===== src/rtl/core/pva_pkg.sv =====
// ---------------------------------------------------------------------------
// pva_pkg: shared definitions for the priority voice allocator
// Function, result and register codes, gain constants, and the command and
// status bundles passed between the controller and the datapath.
// ---------------------------------------------------------------------------
package pva_pkg;

    localparam int MAX_CH_DEF = 8;

    // configuration port
    localparam int CFG_IW = 2;
    localparam int CFG_DW = 8;
    localparam logic [CFG_IW-1:0] CFG_DEF_PRI = 2'd0;
    localparam logic [CFG_IW-1:0] CFG_DEF_PAN = 2'd1;
    localparam logic [CFG_IW-1:0] CFG_NOTIFY  = 2'd2;
    localparam logic [CFG_IW-1:0] CFG_ACTIVE  = 2'd3;

    // request functions
    localparam logic [2:0] FUNC_PLAY   = 3'd0;
    localparam logic [2:0] FUNC_QUERY  = 3'd1;
    localparam logic [2:0] FUNC_END    = 3'd2;
    localparam logic [2:0] FUNC_KILL   = 3'd3;
    localparam logic [2:0] FUNC_DONE   = 3'd4;
    localparam logic [2:0] FUNC_RELOAD = 3'd5;

    // result kinds
    localparam logic [1:0] KIND_PLAY   = 2'd0;
    localparam logic [1:0] KIND_QUERY  = 2'd1;
    localparam logic [1:0] KIND_NOTICE = 2'd2;
    localparam logic [1:0] KIND_RELOAD = 2'd3;

    // result status
    localparam logic [1:0] STAT_OK      = 2'd0;
    localparam logic [1:0] STAT_NO_CHAN = 2'd1;
    localparam logic [1:0] STAT_NO_DATA = 2'd2;

    // gain constants
    localparam logic [8:0] UNITY_GAIN = 9'h100;
    localparam logic [6:0] PAN_CENTER = 7'h40;
    localparam logic [6:0] PAN_MAX    = 7'h7F;

    localparam logic [7:0] RST_DEF_PRI = 8'd128;
    localparam logic [3:0] RST_ACTIVE  = 4'd8;

    // which result the datapath builds when told to emit
    typedef enum logic [2:0] {
        EM_NOTICE,
        EM_PLAY_OK,
        EM_PLAY_NODATA,
        EM_QUERY_OK,
        EM_FAIL,
        EM_RELOAD
    } t_emit;

    typedef struct packed {
        logic  load;
        logic  ptr_zero;
        logic  ptr_load_ch;
        logic  ptr_inc;
        logic  clr_busy;
        logic  commit;
        logic  emit;
        t_emit emit_sel;
        logic  last;
    } t_cmd;

    typedef struct packed {
        logic [2:0] func;
        logic       cnt_zero;
        logic       ch_in_range;
        logic       busy_at_ptr;
        logic       prio_below;
        logic       ptr_last;
        logic       more_busy;
        logic       notify;
        logic       has_data;
        logic       out_free;
    } t_stat;

endpackage


===== src/rtl/core/pva_ctrl.sv =====
// ---------------------------------------------------------------------------
// pva_ctrl: request sequencer
// Decodes each request and walks the channel pointer through the idle scan,
// the steal scan and the kill-all sweep, issuing result emissions.
// ---------------------------------------------------------------------------
module pva_ctrl
    import pva_pkg::*;
(
    input  logic  i_clk,
    input  logic  i_rst_n,
    input  logic  i_in_valid,
    output logic  o_in_ready,
    input  t_stat i_stat,
    output t_cmd  o_cmd
);

    typedef enum logic [7:0] {
        S_IDLE   = 8'b0000_0001,
        S_DECODE = 8'b0000_0010,
        S_FREE   = 8'b0000_0100,
        S_STEAL  = 8'b0000_1000,
        S_FINISH = 8'b0001_0000,
        S_FAIL   = 8'b0010_0000,
        S_STOP   = 8'b0100_0000,
        S_KILL   = 8'b1000_0000
    } t_state;

    // reload shares the finish state; the r_reload flag tells them apart
    t_state r_state, n_state;
    logic   r_reload, n_reload;

    assign o_in_ready = (r_state == S_IDLE);

    always_comb begin
        n_state  = r_state;
        n_reload = r_reload;
        o_cmd    = '0;
        o_cmd.emit_sel = EM_FAIL;
        case (r_state)
            S_IDLE: begin
                if (i_in_valid) begin
                    o_cmd.load = 1'b1;
                    n_reload   = 1'b0;
                    n_state    = S_DECODE;
                end
            end
            S_DECODE: begin
                n_state = S_IDLE;
                case (i_stat.func)
                    FUNC_PLAY, FUNC_QUERY: begin
                        o_cmd.ptr_zero = 1'b1;
                        n_state = i_stat.cnt_zero ? S_FAIL : S_FREE;
                    end
                    FUNC_END, FUNC_DONE: begin
                        if (i_stat.ch_in_range) begin
                            o_cmd.ptr_load_ch = 1'b1;
                            n_state = S_STOP;
                        end
                    end
                    FUNC_KILL: begin
                        if (!i_stat.cnt_zero) begin
                            o_cmd.ptr_zero = 1'b1;
                            n_state = S_KILL;
                        end
                    end
                    FUNC_RELOAD: begin
                        if (i_stat.ch_in_range) begin
                            o_cmd.ptr_load_ch = 1'b1;
                            n_reload = 1'b1;
                            n_state  = S_FINISH;
                        end
                    end
                    default: n_state = S_IDLE;
                endcase
            end
            S_FREE: begin
                if (!i_stat.busy_at_ptr) begin
                    n_state = S_FINISH;
                end else if (i_stat.ptr_last) begin
                    o_cmd.ptr_zero = 1'b1;
                    n_state = S_STEAL;
                end else begin
                    o_cmd.ptr_inc = 1'b1;
                end
            end
            S_STEAL: begin
                if (i_stat.prio_below) begin
                    if (i_stat.func == FUNC_PLAY) begin
                        if (!i_stat.notify) begin
                            o_cmd.clr_busy = 1'b1;
                            n_state = S_FINISH;
                        end else if (i_stat.out_free) begin
                            // victim notice goes out ahead of the play result
                            o_cmd.clr_busy = 1'b1;
                            o_cmd.emit     = 1'b1;
                            o_cmd.emit_sel = EM_NOTICE;
                            n_state = S_FINISH;
                        end
                    end else begin
                        n_state = S_FINISH;
                    end
                end else if (i_stat.ptr_last) begin
                    n_state = S_FAIL;
                end else begin
                    o_cmd.ptr_inc = 1'b1;
                end
            end
            S_FINISH: begin
                if (r_reload) begin
                    o_cmd.emit_sel = EM_RELOAD;
                end else if (i_stat.func == FUNC_QUERY) begin
                    o_cmd.emit_sel = EM_QUERY_OK;
                end else begin
                    o_cmd.emit_sel = i_stat.has_data ? EM_PLAY_OK : EM_PLAY_NODATA;
                end
                if (i_stat.out_free) begin
                    o_cmd.emit   = 1'b1;
                    o_cmd.last   = 1'b1;
                    o_cmd.commit = !r_reload && (i_stat.func == FUNC_PLAY);
                    n_state = S_IDLE;
                end
            end
            S_FAIL: begin
                if (i_stat.out_free) begin
                    o_cmd.emit = 1'b1;
                    o_cmd.last = 1'b1;
                    n_state = S_IDLE;
                end
            end
            S_STOP: begin
                o_cmd.emit_sel = EM_NOTICE;
                if (i_stat.func == FUNC_END && i_stat.notify) begin
                    if (i_stat.out_free) begin
                        o_cmd.clr_busy = 1'b1;
                        o_cmd.emit     = 1'b1;
                        o_cmd.last     = 1'b1;
                        n_state = S_IDLE;
                    end
                end else begin
                    o_cmd.clr_busy = 1'b1;
                    n_state = S_IDLE;
                end
            end
            S_KILL: begin
                o_cmd.emit_sel = EM_NOTICE;
                if (i_stat.busy_at_ptr && i_stat.notify) begin
                    // hold until the output slot frees up
                    if (i_stat.out_free) begin
                        o_cmd.clr_busy = 1'b1;
                        o_cmd.emit     = 1'b1;
                        o_cmd.last     = !i_stat.more_busy;
                        o_cmd.ptr_inc  = !i_stat.ptr_last;
                        n_state = i_stat.ptr_last ? S_IDLE : S_KILL;
                    end
                end else begin
                    o_cmd.clr_busy = 1'b1;
                    o_cmd.ptr_inc  = !i_stat.ptr_last;
                    n_state = i_stat.ptr_last ? S_IDLE : S_KILL;
                end
            end
            default: n_state = S_IDLE;
        endcase
    end

    always_ff @(posedge i_clk) begin
        if (!i_rst_n) begin
            r_state  <= S_IDLE;
            r_reload <= 1'b0;
        end else begin
            r_state  <= n_state;
            r_reload <= n_reload;
        end
    end

endmodule


===== src/rtl/core/pva_dp.sv =====
// ---------------------------------------------------------------------------
// pva_dp: allocator datapath
// Configuration registers, latched request, per-channel state, the scan
// pointer, the gain multipliers and the output register.
// ---------------------------------------------------------------------------
module pva_dp
    import pva_pkg::*;
#(
    parameter int MAX_CHANNELS = MAX_CH_DEF
) (
    input  logic              i_clk,
    input  logic              i_rst_n,
    input  logic              i_cfg_we,
    input  logic [CFG_IW-1:0] i_cfg_idx,
    input  logic [CFG_DW-1:0] i_cfg_data,
    input  logic [2:0]        i_func,
    input  logic [2:0]        i_channel,
    input  logic [7:0]        i_priority_req,
    input  logic              i_override_valid,
    input  logic [6:0]        i_pan,
    input  logic [8:0]        i_volume,
    input  logic [15:0]       i_tag,
    input  logic              i_has_data,
    input  t_cmd              i_cmd,
    output t_stat             o_stat,
    output logic              o_out_valid,
    input  logic              i_out_ready,
    output logic [1:0]        o_kind,
    output logic [1:0]        o_status,
    output logic [2:0]        o_result_channel,
    output logic [8:0]        o_left_gain,
    output logic [8:0]        o_right_gain,
    output logic [15:0]       o_result_tag,
    output logic              o_last
);

    localparam int IW  = (MAX_CHANNELS > 1) ? $clog2(MAX_CHANNELS) : 1;
    localparam int CW0 = $clog2(MAX_CHANNELS + 1);
    localparam int CW  = (CW0 > 4) ? CW0 : 4;
    localparam logic [CW-1:0] MAX_CNT = CW'(MAX_CHANNELS);

    // configuration
    logic [7:0] r_def_pri;
    logic [6:0] r_def_pan;
    logic       r_notify;
    logic [3:0] r_active;

    // latched request
    logic [2:0]  r_func;
    logic [2:0]  r_ch;
    logic [7:0]  r_pri;
    logic [6:0]  r_pan;
    logic [8:0]  r_vol;
    logic [15:0] r_tag;
    logic        r_data;

    // channel state
    logic [MAX_CHANNELS-1:0] r_busy;
    logic [7:0]              r_cprio [MAX_CHANNELS];
    logic [15:0]             r_ctag  [MAX_CHANNELS];
    logic [6:0]              r_cpan  [MAX_CHANNELS];
    logic [8:0]              r_cvol  [MAX_CHANNELS];

    logic [IW-1:0] r_ptr, n_ptr;

    logic [CW-1:0] w_active;
    logic [CW-1:0] w_live;
    logic [CW-1:0] w_ptr_ext;
    logic          w_more;

    logic [6:0]  g_pan;
    logic [8:0]  g_vol;
    logic [8:0]  g_base_l, g_base_r;
    logic [16:0] g_prod_l, g_prod_r;
    logic [8:0]  g_left, g_right;

    // config
    always_ff @(posedge i_clk) begin
        if (!i_rst_n) begin
            r_def_pri <= RST_DEF_PRI;
            r_def_pan <= PAN_CENTER;
            r_notify  <= 1'b1;
            r_active  <= RST_ACTIVE;
        end else if (i_cfg_we) begin
            case (i_cfg_idx)
                CFG_DEF_PRI: r_def_pri <= i_cfg_data[7:0];
                CFG_DEF_PAN: r_def_pan <= i_cfg_data[6:0];
                CFG_NOTIFY:  r_notify  <= i_cfg_data[0];
                CFG_ACTIVE:  r_active  <= i_cfg_data[3:0];
                default: ;
            endcase
        end
    end

    // resolve defaults while latching the request
    always_ff @(posedge i_clk) begin
        if (i_cmd.load) begin
            r_func <= i_func;
            r_ch   <= i_channel;
            r_pri  <= (i_func == FUNC_PLAY && !i_override_valid) ? r_def_pri
                                                                 : i_priority_req;
            r_pan  <= i_override_valid ? i_pan : r_def_pan;
            r_vol  <= i_override_valid ? i_volume : UNITY_GAIN;
            r_tag  <= i_tag;
            r_data <= i_has_data;
        end
    end

    // scan pointer
    always_comb begin
        n_ptr = r_ptr;
        if (i_cmd.ptr_zero) begin
            n_ptr = '0;
        end else if (i_cmd.ptr_load_ch) begin
            n_ptr = IW'(r_ch);
        end else if (i_cmd.ptr_inc) begin
            n_ptr = r_ptr + IW'(1);
        end
    end

    always_ff @(posedge i_clk) begin
        if (!i_rst_n) begin
            r_ptr <= '0;
        end else begin
            r_ptr <= n_ptr;
        end
    end

    // channel state
    always_ff @(posedge i_clk) begin
        if (!i_rst_n) begin
            r_busy <= '0;
            for (int i = 0; i < MAX_CHANNELS; i++) begin
                r_cprio[i] <= '0;
                r_ctag[i]  <= '0;
                r_cpan[i]  <= PAN_CENTER;
                r_cvol[i]  <= UNITY_GAIN;
            end
        end else if (i_cmd.commit) begin
            r_busy[r_ptr]  <= r_data;
            r_cprio[r_ptr] <= r_pri;
            r_cpan[r_ptr]  <= r_pan;
            r_cvol[r_ptr]  <= r_vol;
            r_ctag[r_ptr]  <= r_data ? r_tag : 16'd0;
        end else if (i_cmd.clr_busy) begin
            r_busy[r_ptr] <= 1'b0;
        end
    end

    // active count saturates at the channel count
    assign w_active  = CW'(r_active);
    assign w_live    = (w_active > MAX_CNT) ? MAX_CNT : w_active;
    assign w_ptr_ext = CW'(r_ptr);

    // any busy channel past the pointer, for the last flag of kill-all
    always_comb begin
        w_more = 1'b0;
        for (int i = 0; i < MAX_CHANNELS; i++) begin
            if (CW'(i) < w_live && CW'(i) > w_ptr_ext && r_busy[i]) begin
                w_more = 1'b1;
            end
        end
    end

    always_comb begin
        o_stat.func        = r_func;
        o_stat.cnt_zero    = (w_live == '0);
        o_stat.ch_in_range = (CW'(r_ch) < w_live);
        o_stat.busy_at_ptr = r_busy[r_ptr];
        o_stat.prio_below  = (r_cprio[r_ptr] < r_pri);
        o_stat.ptr_last    = ((w_ptr_ext + CW'(1)) == w_live);
        o_stat.more_busy   = w_more;
        o_stat.notify      = r_notify;
        o_stat.has_data    = r_data;
        o_stat.out_free    = !o_out_valid || i_out_ready;
    end

    // gains: pan sets the base, volume below unity scales it down
    always_comb begin
        if (i_cmd.emit_sel == EM_RELOAD) begin
            g_pan = r_cpan[r_ptr];
            g_vol = r_cvol[r_ptr];
        end else begin
            g_pan = r_pan;
            g_vol = r_vol;
        end
        g_base_l = UNITY_GAIN;
        g_base_r = UNITY_GAIN;
        if (g_pan < PAN_CENTER) begin
            g_base_r = {g_pan, 2'b00};
        end else if (g_pan > PAN_CENTER) begin
            g_base_l = {PAN_MAX - g_pan, 2'b00};
        end
        g_prod_l = g_base_l * g_vol[7:0];
        g_prod_r = g_base_r * g_vol[7:0];
        if (g_vol < UNITY_GAIN) begin
            g_left  = g_prod_l[16:8];
            g_right = g_prod_r[16:8];
        end else begin
            g_left  = g_base_l;
            g_right = g_base_r;
        end
    end

    // output register
    always_ff @(posedge i_clk) begin
        if (!i_rst_n) begin
            o_out_valid <= 1'b0;
        end else if (i_cmd.emit) begin
            o_out_valid <= 1'b1;
        end else if (i_out_ready) begin
            o_out_valid <= 1'b0;
        end
    end

    always_ff @(posedge i_clk) begin
        if (i_cmd.emit) begin
            o_last           <= i_cmd.last;
            o_status         <= STAT_OK;
            o_result_channel <= 3'(r_ptr);
            o_left_gain      <= '0;
            o_right_gain     <= '0;
            o_result_tag     <= '0;
            case (i_cmd.emit_sel)
                EM_NOTICE: begin
                    o_kind       <= KIND_NOTICE;
                    o_result_tag <= r_ctag[r_ptr];
                end
                EM_PLAY_OK: begin
                    o_kind       <= KIND_PLAY;
                    o_left_gain  <= g_left;
                    o_right_gain <= g_right;
                end
                EM_PLAY_NODATA: begin
                    o_kind   <= KIND_PLAY;
                    o_status <= STAT_NO_DATA;
                end
                EM_QUERY_OK: begin
                    o_kind <= KIND_QUERY;
                end
                EM_RELOAD: begin
                    o_kind       <= KIND_RELOAD;
                    o_left_gain  <= g_left;
                    o_right_gain <= g_right;
                end
                default: begin
                    o_kind           <= (r_func == FUNC_QUERY) ? KIND_QUERY : KIND_PLAY;
                    o_status         <= STAT_NO_CHAN;
                    o_result_channel <= '0;
                end
            endcase
        end
    end

endmodule


===== src/rtl/core/priority_voice_allocator_top.sv =====
// Sequential: one request in flight, o_in_ready is high only in IDLE. Play and query go
// through take, decode, a scan of the active channels for an idle one, a second scan for a
// steal victim if none is idle, then the result; with no active channels the result follows
// decode. Kill-all sweeps the active channels after decode; end, done and reload act after
// decode. The result that closes a play, query, reload or end request becomes valid in the
// same cycle that o_in_ready returns high. Each emission also waits out output stalls.
// Reset (synchronous, active low) idles every channel and restores defaults.
// priority_voice_allocator_top: voice-stealing channel allocator
// Allocates sound channels by priority, issues finish notices for stopped
// channels and reports left and right gains from pan and volume.
// ---------------------------------------------------------------------------
module priority_voice_allocator_top
    import pva_pkg::*;
#(
    parameter int MAX_CHANNELS = MAX_CH_DEF
) (
    input  logic              i_clk,
    input  logic              i_rst_n,
    input  logic              i_cfg_we,
    input  logic [CFG_IW-1:0] i_cfg_idx,
    input  logic [CFG_DW-1:0] i_cfg_data,
    input  logic              i_in_valid,
    output logic              o_in_ready,
    input  logic [2:0]        i_func,
    input  logic [2:0]        i_channel,
    input  logic [7:0]        i_priority_req,
    input  logic              i_override_valid,
    input  logic [6:0]        i_pan,
    input  logic [8:0]        i_volume,
    input  logic [15:0]       i_tag,
    input  logic              i_has_data,
    output logic              o_out_valid,
    input  logic              i_out_ready,
    output logic [1:0]        o_kind,
    output logic [1:0]        o_status,
    output logic [2:0]        o_result_channel,
    output logic [8:0]        o_left_gain,
    output logic [8:0]        o_right_gain,
    output logic [15:0]       o_result_tag,
    output logic              o_last
);

    t_cmd  w_cmd;
    t_stat w_stat;

    pva_ctrl u_ctrl (
        .i_clk      (i_clk),
        .i_rst_n    (i_rst_n),
        .i_in_valid (i_in_valid),
        .o_in_ready (o_in_ready),
        .i_stat     (w_stat),
        .o_cmd      (w_cmd)
    );

    pva_dp #(
        .MAX_CHANNELS (MAX_CHANNELS)
    ) u_dp (
        .i_clk            (i_clk),
        .i_rst_n          (i_rst_n),
        .i_cfg_we         (i_cfg_we),
        .i_cfg_idx        (i_cfg_idx),
        .i_cfg_data       (i_cfg_data),
        .i_func           (i_func),
        .i_channel        (i_channel),
        .i_priority_req   (i_priority_req),
        .i_override_valid (i_override_valid),
        .i_pan            (i_pan),
        .i_volume         (i_volume),
        .i_tag            (i_tag),
        .i_has_data       (i_has_data),
        .i_cmd            (w_cmd),
        .o_stat           (w_stat),
        .o_out_valid      (o_out_valid),
        .i_out_ready      (i_out_ready),
        .o_kind           (o_kind),
        .o_status         (o_status),
        .o_result_channel (o_result_channel),
        .o_left_gain      (o_left_gain),
        .o_right_gain     (o_right_gain),
        .o_result_tag     (o_result_tag),
        .o_last           (o_last)
    );

endmodule


===== config.mk =====
export PLATFORM = sky130hd
export DESIGN_NAME = priority_voice_allocator_top
export DESIGN_NICKNAME = d
export VERILOG_FILES = /design/src/rtl/core/pva_pkg.sv /design/src/rtl/core/pva_ctrl.sv /design/src/rtl/core/pva_dp.sv /design/src/rtl/core/priority_voice_allocator_top.sv
export SDC_FILE = /design/constraint.sdc
export NUM_CORES = 1
export LEC_CHECK = 0
export BUFFER_PORTS_ARGS = -buffer_cell sky130_fd_sc_hd__buf_2
export CELL_PAD_IN_SITES_DETAIL_PLACEMENT = 0
export CELL_PAD_IN_SITES_GLOBAL_PLACEMENT = 1
export CORE_MARGIN = 2
export CORE_UTILIZATION = 51
export DETAILED_ROUTE_END_ITERATION = 16
export GPL_TIMING_DRIVEN = 0
export HOLD_SLACK_MARGIN = 0.12
export PLACE_DENSITY = 0.82
export SLEW_MARGIN = 40
export SYNTH_ARGS = -nofsm -noshare
export SYNTH_HDL_FRONTEND = slang
export SYNTH_HIERARCHICAL = 1
export SYNTH_SLANG_ARGS = --single-unit

===== constraint.sdc =====
create_clock -name i_clk -period 14.2 [get_ports i_clk]
set_clock_uncertainty 0.15 [all_clocks]
set_input_delay 0.71 -clock i_clk [delete_from_list [all_inputs] [get_ports i_clk]]
set_output_delay 0.71 -clock i_clk [all_outputs]
set_load 0.005 [all_outputs]

==> results of run 1 <==
-- registers in the layout, summed over array words and instances (netlist names), 8 cells and up, named ones only --
signal             flops
u_dp/r_ctag          128
u_ctrl/r_state         8
u_dp/r_cprio          64
u_dp/o_result_tag     16
u_dp/r_vol             9
u_dp/r_busy            8
u_dp/o_left_gain       9
u_dp/r_pri             8
u_dp/r_def_pri         8
u_dp/o_right_gain      9
u_dp/r_tag            16
u_dp/r_cpan           56
u_dp/r_cvol           72
-- kinds of logic after synthesis --
logic type               share of synthesized area
AND/OR/NAND/NOR                              0.152
flip-flops                                   0.564
AO/OA/AOI/OAI                               0.0713
buffers and inverters                       0.0377
adder cells (fa/ha/maj)                     0.0905
multiplexers                                0.0761
XOR/XNOR                                   0.00864
-- critical path: cells and delay by family (launching register included) --
| family | cells | cell delay (ns) |
|---|---|---|
| compound gates | 14 | 2.68 |
| fa+ha+maj | 6 | 2.23 |
| buf+inv | 8 | 2.92 |
| flops | 1 | 0.31 |
| mux | 2 | 0.67 |
| simple gates | 12 | 3.49 |
-- layer usage --
layer	track usage	vias to the layer above	part of all wire
met3	0.0404	139	0.082
met4	0.106	0	0.036
li1	-	7274	-
met1	0.365	8077	0.39
met2	0.463	807	0.49
met5	0	-	0
-- report_power, final --
group	leakage, nW	total [mW]	internal (mW)	switching, mW
registers	4.51	1.58	1.53	0.0497
logic	5.05	0.934	0.352	0.583
clock network	0.729	1.20	0.685	0.510
total	10.3	3.71	2.56	1.14
-- cells in the mapped netlist, types with 25 or more instances --
| library cell | count | share of area |
|---|---|---|
| sky130_fd_sc_hd__dfxtp_1 | 44 | 0.038 |
| sky130_fd_sc_hd__and2_1 | 33 | 0.0089 |
| sky130_fd_sc_hd__nor2b_1 | 25 | 0.0067 |
| sky130_fd_sc_hd__clkbuf_1 | 103 | 0.017 |
| sky130_fd_sc_hd__nand2_1 | 102 | 0.016 |
| sky130_fd_sc_hd__mux4_2 | 42 | 0.041 |
| sky130_fd_sc_hd__fa_1 | 58 | 0.050 |
| sky130_fd_sc_hd__a22oi_1 | 67 | 0.022 |
| sky130_fd_sc_hd__mux2i_1 | 58 | 0.025 |
| sky130_fd_sc_hd__inv_1 | 84 | 0.014 |
| sky130_fd_sc_hd__ha_1 | 76 | 0.041 |
| sky130_fd_sc_hd__and3_1 | 108 | 0.029 |
| sky130_fd_sc_hd__nand2b_1 | 38 | 0.010 |
| sky130_fd_sc_hd__nor2_1 | 313 | 0.050 |
| sky130_fd_sc_hd__a21oi_1 | 40 | 0.0086 |
| sky130_fd_sc_hd__o21ai_0 | 29 | 0.0062 |
| sky130_fd_sc_hd__edfxtp_1 | 409 | 0.53 |
-- repair_timing --
| item | in CTS | in global routing |
|---|---|---|
| endpoints found under the hold margin | 4 | 0 |
| buffers inserted | 0 | 0 |
| hold buffers | 4 | 0 |
-- cell usage in the layout (no fill, tap or decap), drive strengths merged, types with 42 or more instances in the layout --
cell type	netlist	routed
a22oi	67	67
and3	108	108
buf	20	140
clkbuf	104	165
dfxtp	44	44
edfxtp	409	409
fa	58	58
ha	76	76
inv	85	86
mux2i	58	58
mux4	42	42
nand2	102	102
nor2	313	313
-- worst max-delay path by stage --
stage | start | endpoint | slack, ns | cells past startpoint
detailed placement | flop | u_dp/o_left_gain[7] | 1.44 | 42
finish | flop | u_dp/o_left_gain[7] | 1.43 | 42
global route | flop | u_dp/o_left_gain[7] | 0.67 | 42
floorplan | flop | u_dp/o_left_gain[7] | 3.73 | 40
CTS | flop | u_dp/o_left_gain[7] | 1.42 | 42
global placement | flop | u_dp/o_left_gain[7] | 1.21 | 41
-- area by class of cell --
class,instances,share of cell area
clock inverter,25,0.00816
timing repair buffer,124,0.0306
buffer,124,0.0202
multi-input combinational,1243,0.355
clock buffer,61,0.0479
inverter,93,0.0132
sequential,453,0.496
tap,600,0.0283
==> key figures, run 1 <==
Outcome
  – Status: finished clean

Worst setup path
  – Arrival time at the worst endpoint: 12.95 ns
  – Startpoint kind of the worst setup timing path: flop
  – Crit-path max FO: 10
  – Required @ worst endpoint: 14.37 ns
  – Element type at the critical path end: flop
  – Reg2Reg Setup Slack: 1.43 ns
  – Endpoint of the worst-slack reg-to-reg timing path: u_dp/o_left_gain[7]
  – Critical-path cell with the highest stage delay: sky130_fd_sc_hd__buf_1
  – Crit-path most repeated cell: sky130_fd_sc_hd__o21a_1
  – Crit Path Category: reg -> reg
  – Delay contributed by the slowest stage of the critical path: 0.67 ns
  – Worst-case reg-to-reg path depth: 42

Synthesis
  – Net count of the mapped netlist: 2110
  – Mapped Avg Cell Area: 12.2 µm²
  – Synthesized cell area: 0.0233 mm²
  – Post-synthesis async set-or-reset flop share: 0
  – Proportion of synthesized chip area in sequential cells: 0.564
  – Number of distinct standard cells referenced by the synthesized netlist: 75
  – Post-Synthesis Cells: 1913
  – Number of warnings printed during yosys synthesis: 6
  – Count of state elements after synthesis: 453
  – Dominant register cell in the synthesized netlist: sky130_fd_sc_hd__edfxtp_1
  – Count of flip-flops with a built-in enable after synthesis: 409

CTS
  – CTS resizes: 0
  – Post-CTS clock slew at the launch and capture registers of the worst setup and hold paths: 0.06 ns
  – CTS tree: built
  – Skew-Pair Late Insertion Delay: 0.59 ns
  – Root buffer cell: sky130_fd_sc_hd__clkbuf_16
  – Longest Clk Path Bufs: 3
  – Clock sink count: 453
  – Number of buffers inserted during clock tree synthesis: 47
  – Number of H-tree levels: 2

Final layout
  – Ratio of cells with drive above 1 in the final layout: 0.151
  – Share of the core filled with cells: 0.585
  – Post-synthesis to final-layout area growth: 13.7%
  – Total area of multi-input combinational cells: 0.00942 mm²
  – Net total in the final layout: 2283
  – Sequential cell area: 0.0132 mm²
  – Ant. Diodes: 0
  – Non-filler instance count after layout: 2723
  – Count of filler cells inserted in the layout: 3751
  – Design Area, Final: 0.0265 mm²

GRT
  – Aggregate global routing overflow: 0
  – Via count of the first global-routing pass: 16400
  – Global-route wire length before repair: 97400 µm
  – Largest net degree at the start of global routing: 31
  – Initial antenna violation count: 0
  – Global-route usage over all layers: 0.276

Hold path
  – Class of the tightest hold or removal check: in -> reg
  – Worst hold path cell count: 1
  – Launch instance of the worst min-delay path: i_tag[12]
  – Worst Hold Endpoint: u_dp/r_tag[12]

STA
  – Max Slew Vio Count: 0
  – Actual transition at the worst max-transition pin: 0.975 ns
  – Fraction of the cycle the final worst path needs: 0.899
  – Worst hold margin: 0.145 ns
  – Count of final setup violators: 0
  – Maximum operating frequency: 78.3 MHz
  – Final Critical Period: 12.77 ns
  – Aggregate negative setup slack: 0 ns
  – Unrepaired setup endpoints after global routing: false
  – Hold violation count in the final report: 0
  – Max-slew headroom at the worst pin: 0.350
  – Smallest setup slack after layout: 1.43 ns

Run
  – Max capacitance violation total: 0

Placement
  – Total placed cells including tap cells: 2633
  – Detailed Place HPWL: 44200 µm
  – Placement Setup Slack: 1.44 ns
  – Buffers added on ports: 105
  – Final weighted congestion in routability-driven placement: 0.883
  – Cell area after placement: 0.0250 mm²

Drt
  – Final routed wire length divided by cell count: 23.7 µm
  – Initial DRT Pass Iterations: 5
  – Vias: 16300
  – Avg Vias per Cell: 5.98
  – Number of DRC violations after detailed-routing iteration 0: 1791
  – Number of antenna-violating nets in the routed design: 0
  – Final wirelength: 64700 µm
  – Drt drc: 0

Floorplanning
  – Die footprint: 0.0475 mm²
  – Initial core utilization: 0.515
  – Die Y: 218 µm
  – Area of the placeable core: 0.0453 mm²
  – Die W: 218 µm
  – Count of pins on the block boundary: 107
  – Rows: 78

Power
  – Max rail drop VDD: 0.000104 V
  – Leakage power figure: 10.3 nW
  – Design Power: 3.71 mW
  – Power density normalized to cell area: 140 mW/mm²
No activity file was read; power rests on OpenSTA's default activity.
==> run 2, diff against run 1 <==
Settings changed: CORE_UTILIZATION 51 to 55, PLACE_DENSITY 0.82 to 0.88, SKIP_CTS_REPAIR_TIMING set to 1.
Clock period 14.2 ns to 14.95 ns, I/O delays scaled along.
==> key figures, run 2 (same netlist as run 1, synthesis figures left out) <==
Outcome
  – Status: finished clean (unchanged)

Floorplanning
  – Area of the placeable core: 0.0419 mm² (was 0.0453 mm²)
  – Die Y: 210 µm (was 218 µm)
  – Die footprint: 0.0441 mm² (was 0.0475 mm²)
  – Count of pins on the block boundary: 107 (unchanged)
  – Die W: 210 µm (was 218 µm)
  – Rows: 75 (was 78)
  – Initial core utilization: 0.556 (was 0.515)

STA
  – Aggregate negative setup slack: 0 ns (unchanged)
  – Hold violation count in the final report: 0 (unchanged)
  – Max Slew Vio Count: 0 (unchanged)
  – Final Critical Period: 12.71 ns (was 12.77 ns)
  – Unrepaired setup endpoints after global routing: false (unchanged)
  – Maximum operating frequency: 78.7 MHz (was 78.3 MHz)
  – Actual transition at the worst max-transition pin: 0.913 ns (was 0.975 ns)
  – Fraction of the cycle the final worst path needs: 0.850 (was 0.899)
  – Max-slew headroom at the worst pin: 0.391 (was 0.350)
  – Count of final setup violators: 0 (unchanged)

CTS
  – CTS tree: built (unchanged)
  – Number of buffers inserted during clock tree synthesis: 46 (was 47)
  – Post-CTS clock slew at the launch and capture registers of the worst setup and hold paths: 0.06 ns (about the same)
  – Clock sink count: 453 (unchanged)
  – Root buffer cell: sky130_fd_sc_hd__clkbuf_16 (unchanged)
  – Number of H-tree levels: 2 (unchanged)
  – Longest Clk Path Bufs: 3 (unchanged)
  – Skew-Pair Late Insertion Delay: 0.60 ns (was 0.59 ns)

Power
  – Power density normalized to cell area: 133 mW/mm² (was 140 mW/mm²)
  – Leakage power figure: 10.3 nW (about the same)
  – Max rail drop VDD: 0.000106 V (was 0.000104 V)

Worst setup path
  – Critical-path cell with the highest stage delay: sky130_fd_sc_hd__clkbuf_1 (was sky130_fd_sc_hd__buf_1)
  – Crit-path max FO: 10 (unchanged)
  – Arrival time at the worst endpoint: 12.90 ns (was 12.95 ns)
  – Startpoint kind of the worst setup timing path: flop (unchanged)
  – Required @ worst endpoint: 15.14 ns (was 14.37 ns)
  – Crit-path most repeated cell: sky130_fd_sc_hd__o21a_1 (unchanged)
  – Delay contributed by the slowest stage of the critical path: 0.65 ns (was 0.67 ns)
  – Crit Path Category: reg -> reg (unchanged)
  – Element type at the critical path end: flop (unchanged)
  – Reg2Reg Setup Slack: 2.24 ns (was 1.43 ns)

Final layout
  – Flip-flop count of the largest register after layout: 128 (unchanged)
  – Commonest non-fill, non-tap cell in the layout: sky130_fd_sc_hd__edfxtp_1 (unchanged)
  – Ant. Diodes: 0 (unchanged)
  – Ratio of cells with drive above 1 in the final layout: 0.151 (about the same)
  – Largest registers in the final layout: u_dp/r_ctag (128), u_dp/r_cvol (72), u_dp/r_cprio (64) (unchanged)
  – Count of filler cells inserted in the layout: 3200 (was 3751)
  – Top register by number of flip-flops: u_dp/r_ctag (unchanged)
  – Total area of multi-input combinational cells: 0.00942 mm² (about the same)
  – Design Area, Final: 0.0264 mm² (was 0.0265 mm²)
  – Commonest cells after routing, fill and taps aside: sky130_fd_sc_hd__edfxtp_1, sky130_fd_sc_hd__nor2_1, sky130_fd_sc_hd__buf_2 (was sky130_fd_sc_hd__edfxtp_1, sky130_fd_sc_hd__nor2_1, sky130_fd_sc_hd__clkbuf_1)
  – Sequential cell area: 0.0132 mm² (unchanged)
  – Post-synthesis to final-layout area growth: 13.0% (was 13.7%)
  – Net total in the final layout: 2278 (was 2283)

Drt
  – Number of antenna-violating nets in the routed design: 0 (unchanged)
  – Final routed wire length divided by cell count: 23.7 µm (about the same)
  – Initial DRT Pass Iterations: 5 (unchanged)
  – Avg Vias per Cell: 6.18 (was 5.98)
  – Number of DRC violations after detailed-routing iteration 0: 1670 (was 1791)
  – Vias: 16400 (was 16300)
  – Final wirelength: 63000 µm (was 64700 µm)
  – Drt drc: 0 (unchanged)

Placement
  – Detailed Place HPWL: 42900 µm (was 44200 µm)
  – Buffers added on ports: 105 (unchanged)
  – Cell area after placement: 0.0249 mm² (was 0.0250 mm²)
  – Final weighted congestion in routability-driven placement: 0.901 (was 0.883)

Hold path
  – Class of the tightest hold or removal check: in -> reg (unchanged)

GRT
  – Global-route usage over all layers: 0.293 (was 0.276)
  – Initial antenna violation count: 0 (unchanged)
  – Largest net degree at the start of global routing: 27 (was 31)
  – Via count of the first global-routing pass: 16600 (was 16400)
  – Global-route wire length before repair: 97000 µm (was 97400 µm)
  – Aggregate global routing overflow: 0 (unchanged)

Run
  – Max capacitance violation total: 0 (unchanged)
run 2: final cells by class:
class                   count  share of cell area
inverters                  93              0.0132
clock buffers              54              0.0448
plain buffers             124              0.0203
flip-flops and latches    453               0.499
well taps                 539              0.0256
clock inverters            30              0.0101
repair buffers            120              0.0294
multi-input cells        1243               0.357
run 2: routing by layer:
layer  global-route usage  share of wire
met5                    0              0
met4                0.140          0.049
met3               0.0442          0.084
met2                0.478           0.48
met1                0.390           0.39
run 2: per-stage QoR:
step	worst slack (ns)	hold WS, ns	instances	util	power [mW]
floorplan	4.48	0.286	1913	-	2.15
global placement	2.01	0.304	2557	0.585	2.37
detailed placement	2.25	0.308	2572	0.594	2.39
CTS	2.21	0.148	2656	0.628	3.51
global route	1.50	0.154	2656	0.629	3.68
finish	2.24	0.174	2656	0.629	3.49
run 2: critical path, delay by kind of cell (launching register included):
family | cells | cell delay (ns)
and+or+nand+nor | 12 | 3.39
buffers and inverters | 8 | 2.93
AOI/OAI and AO/OA | 14 | 2.72
adders and majority gates | 6 | 2.23
muxes | 2 | 0.67
DFF | 1 | 0.31
run 2: final timing paths:
check	startpoint	endpoint	depth (start not counted)
min reg2reg	u_dp/r_def_pri[7]	u_dp/r_def_pri[7]	2
min	i_tag[1]	u_dp/r_tag[1]	1
max	flop	u_dp/o_left_gain[7]	42
max reg2reg	flop	u_dp/o_left_gain[7]	42
run 2: power by group:
group | internal [mW] | switching [mW] | total [mW]
Combinational | 0.333 | 0.549 | 0.882
Clock | 0.623 | 0.492 | 1.12
Sequential | 1.45 | 0.0467 | 1.50
Total | 2.41 | 1.09 | 3.49
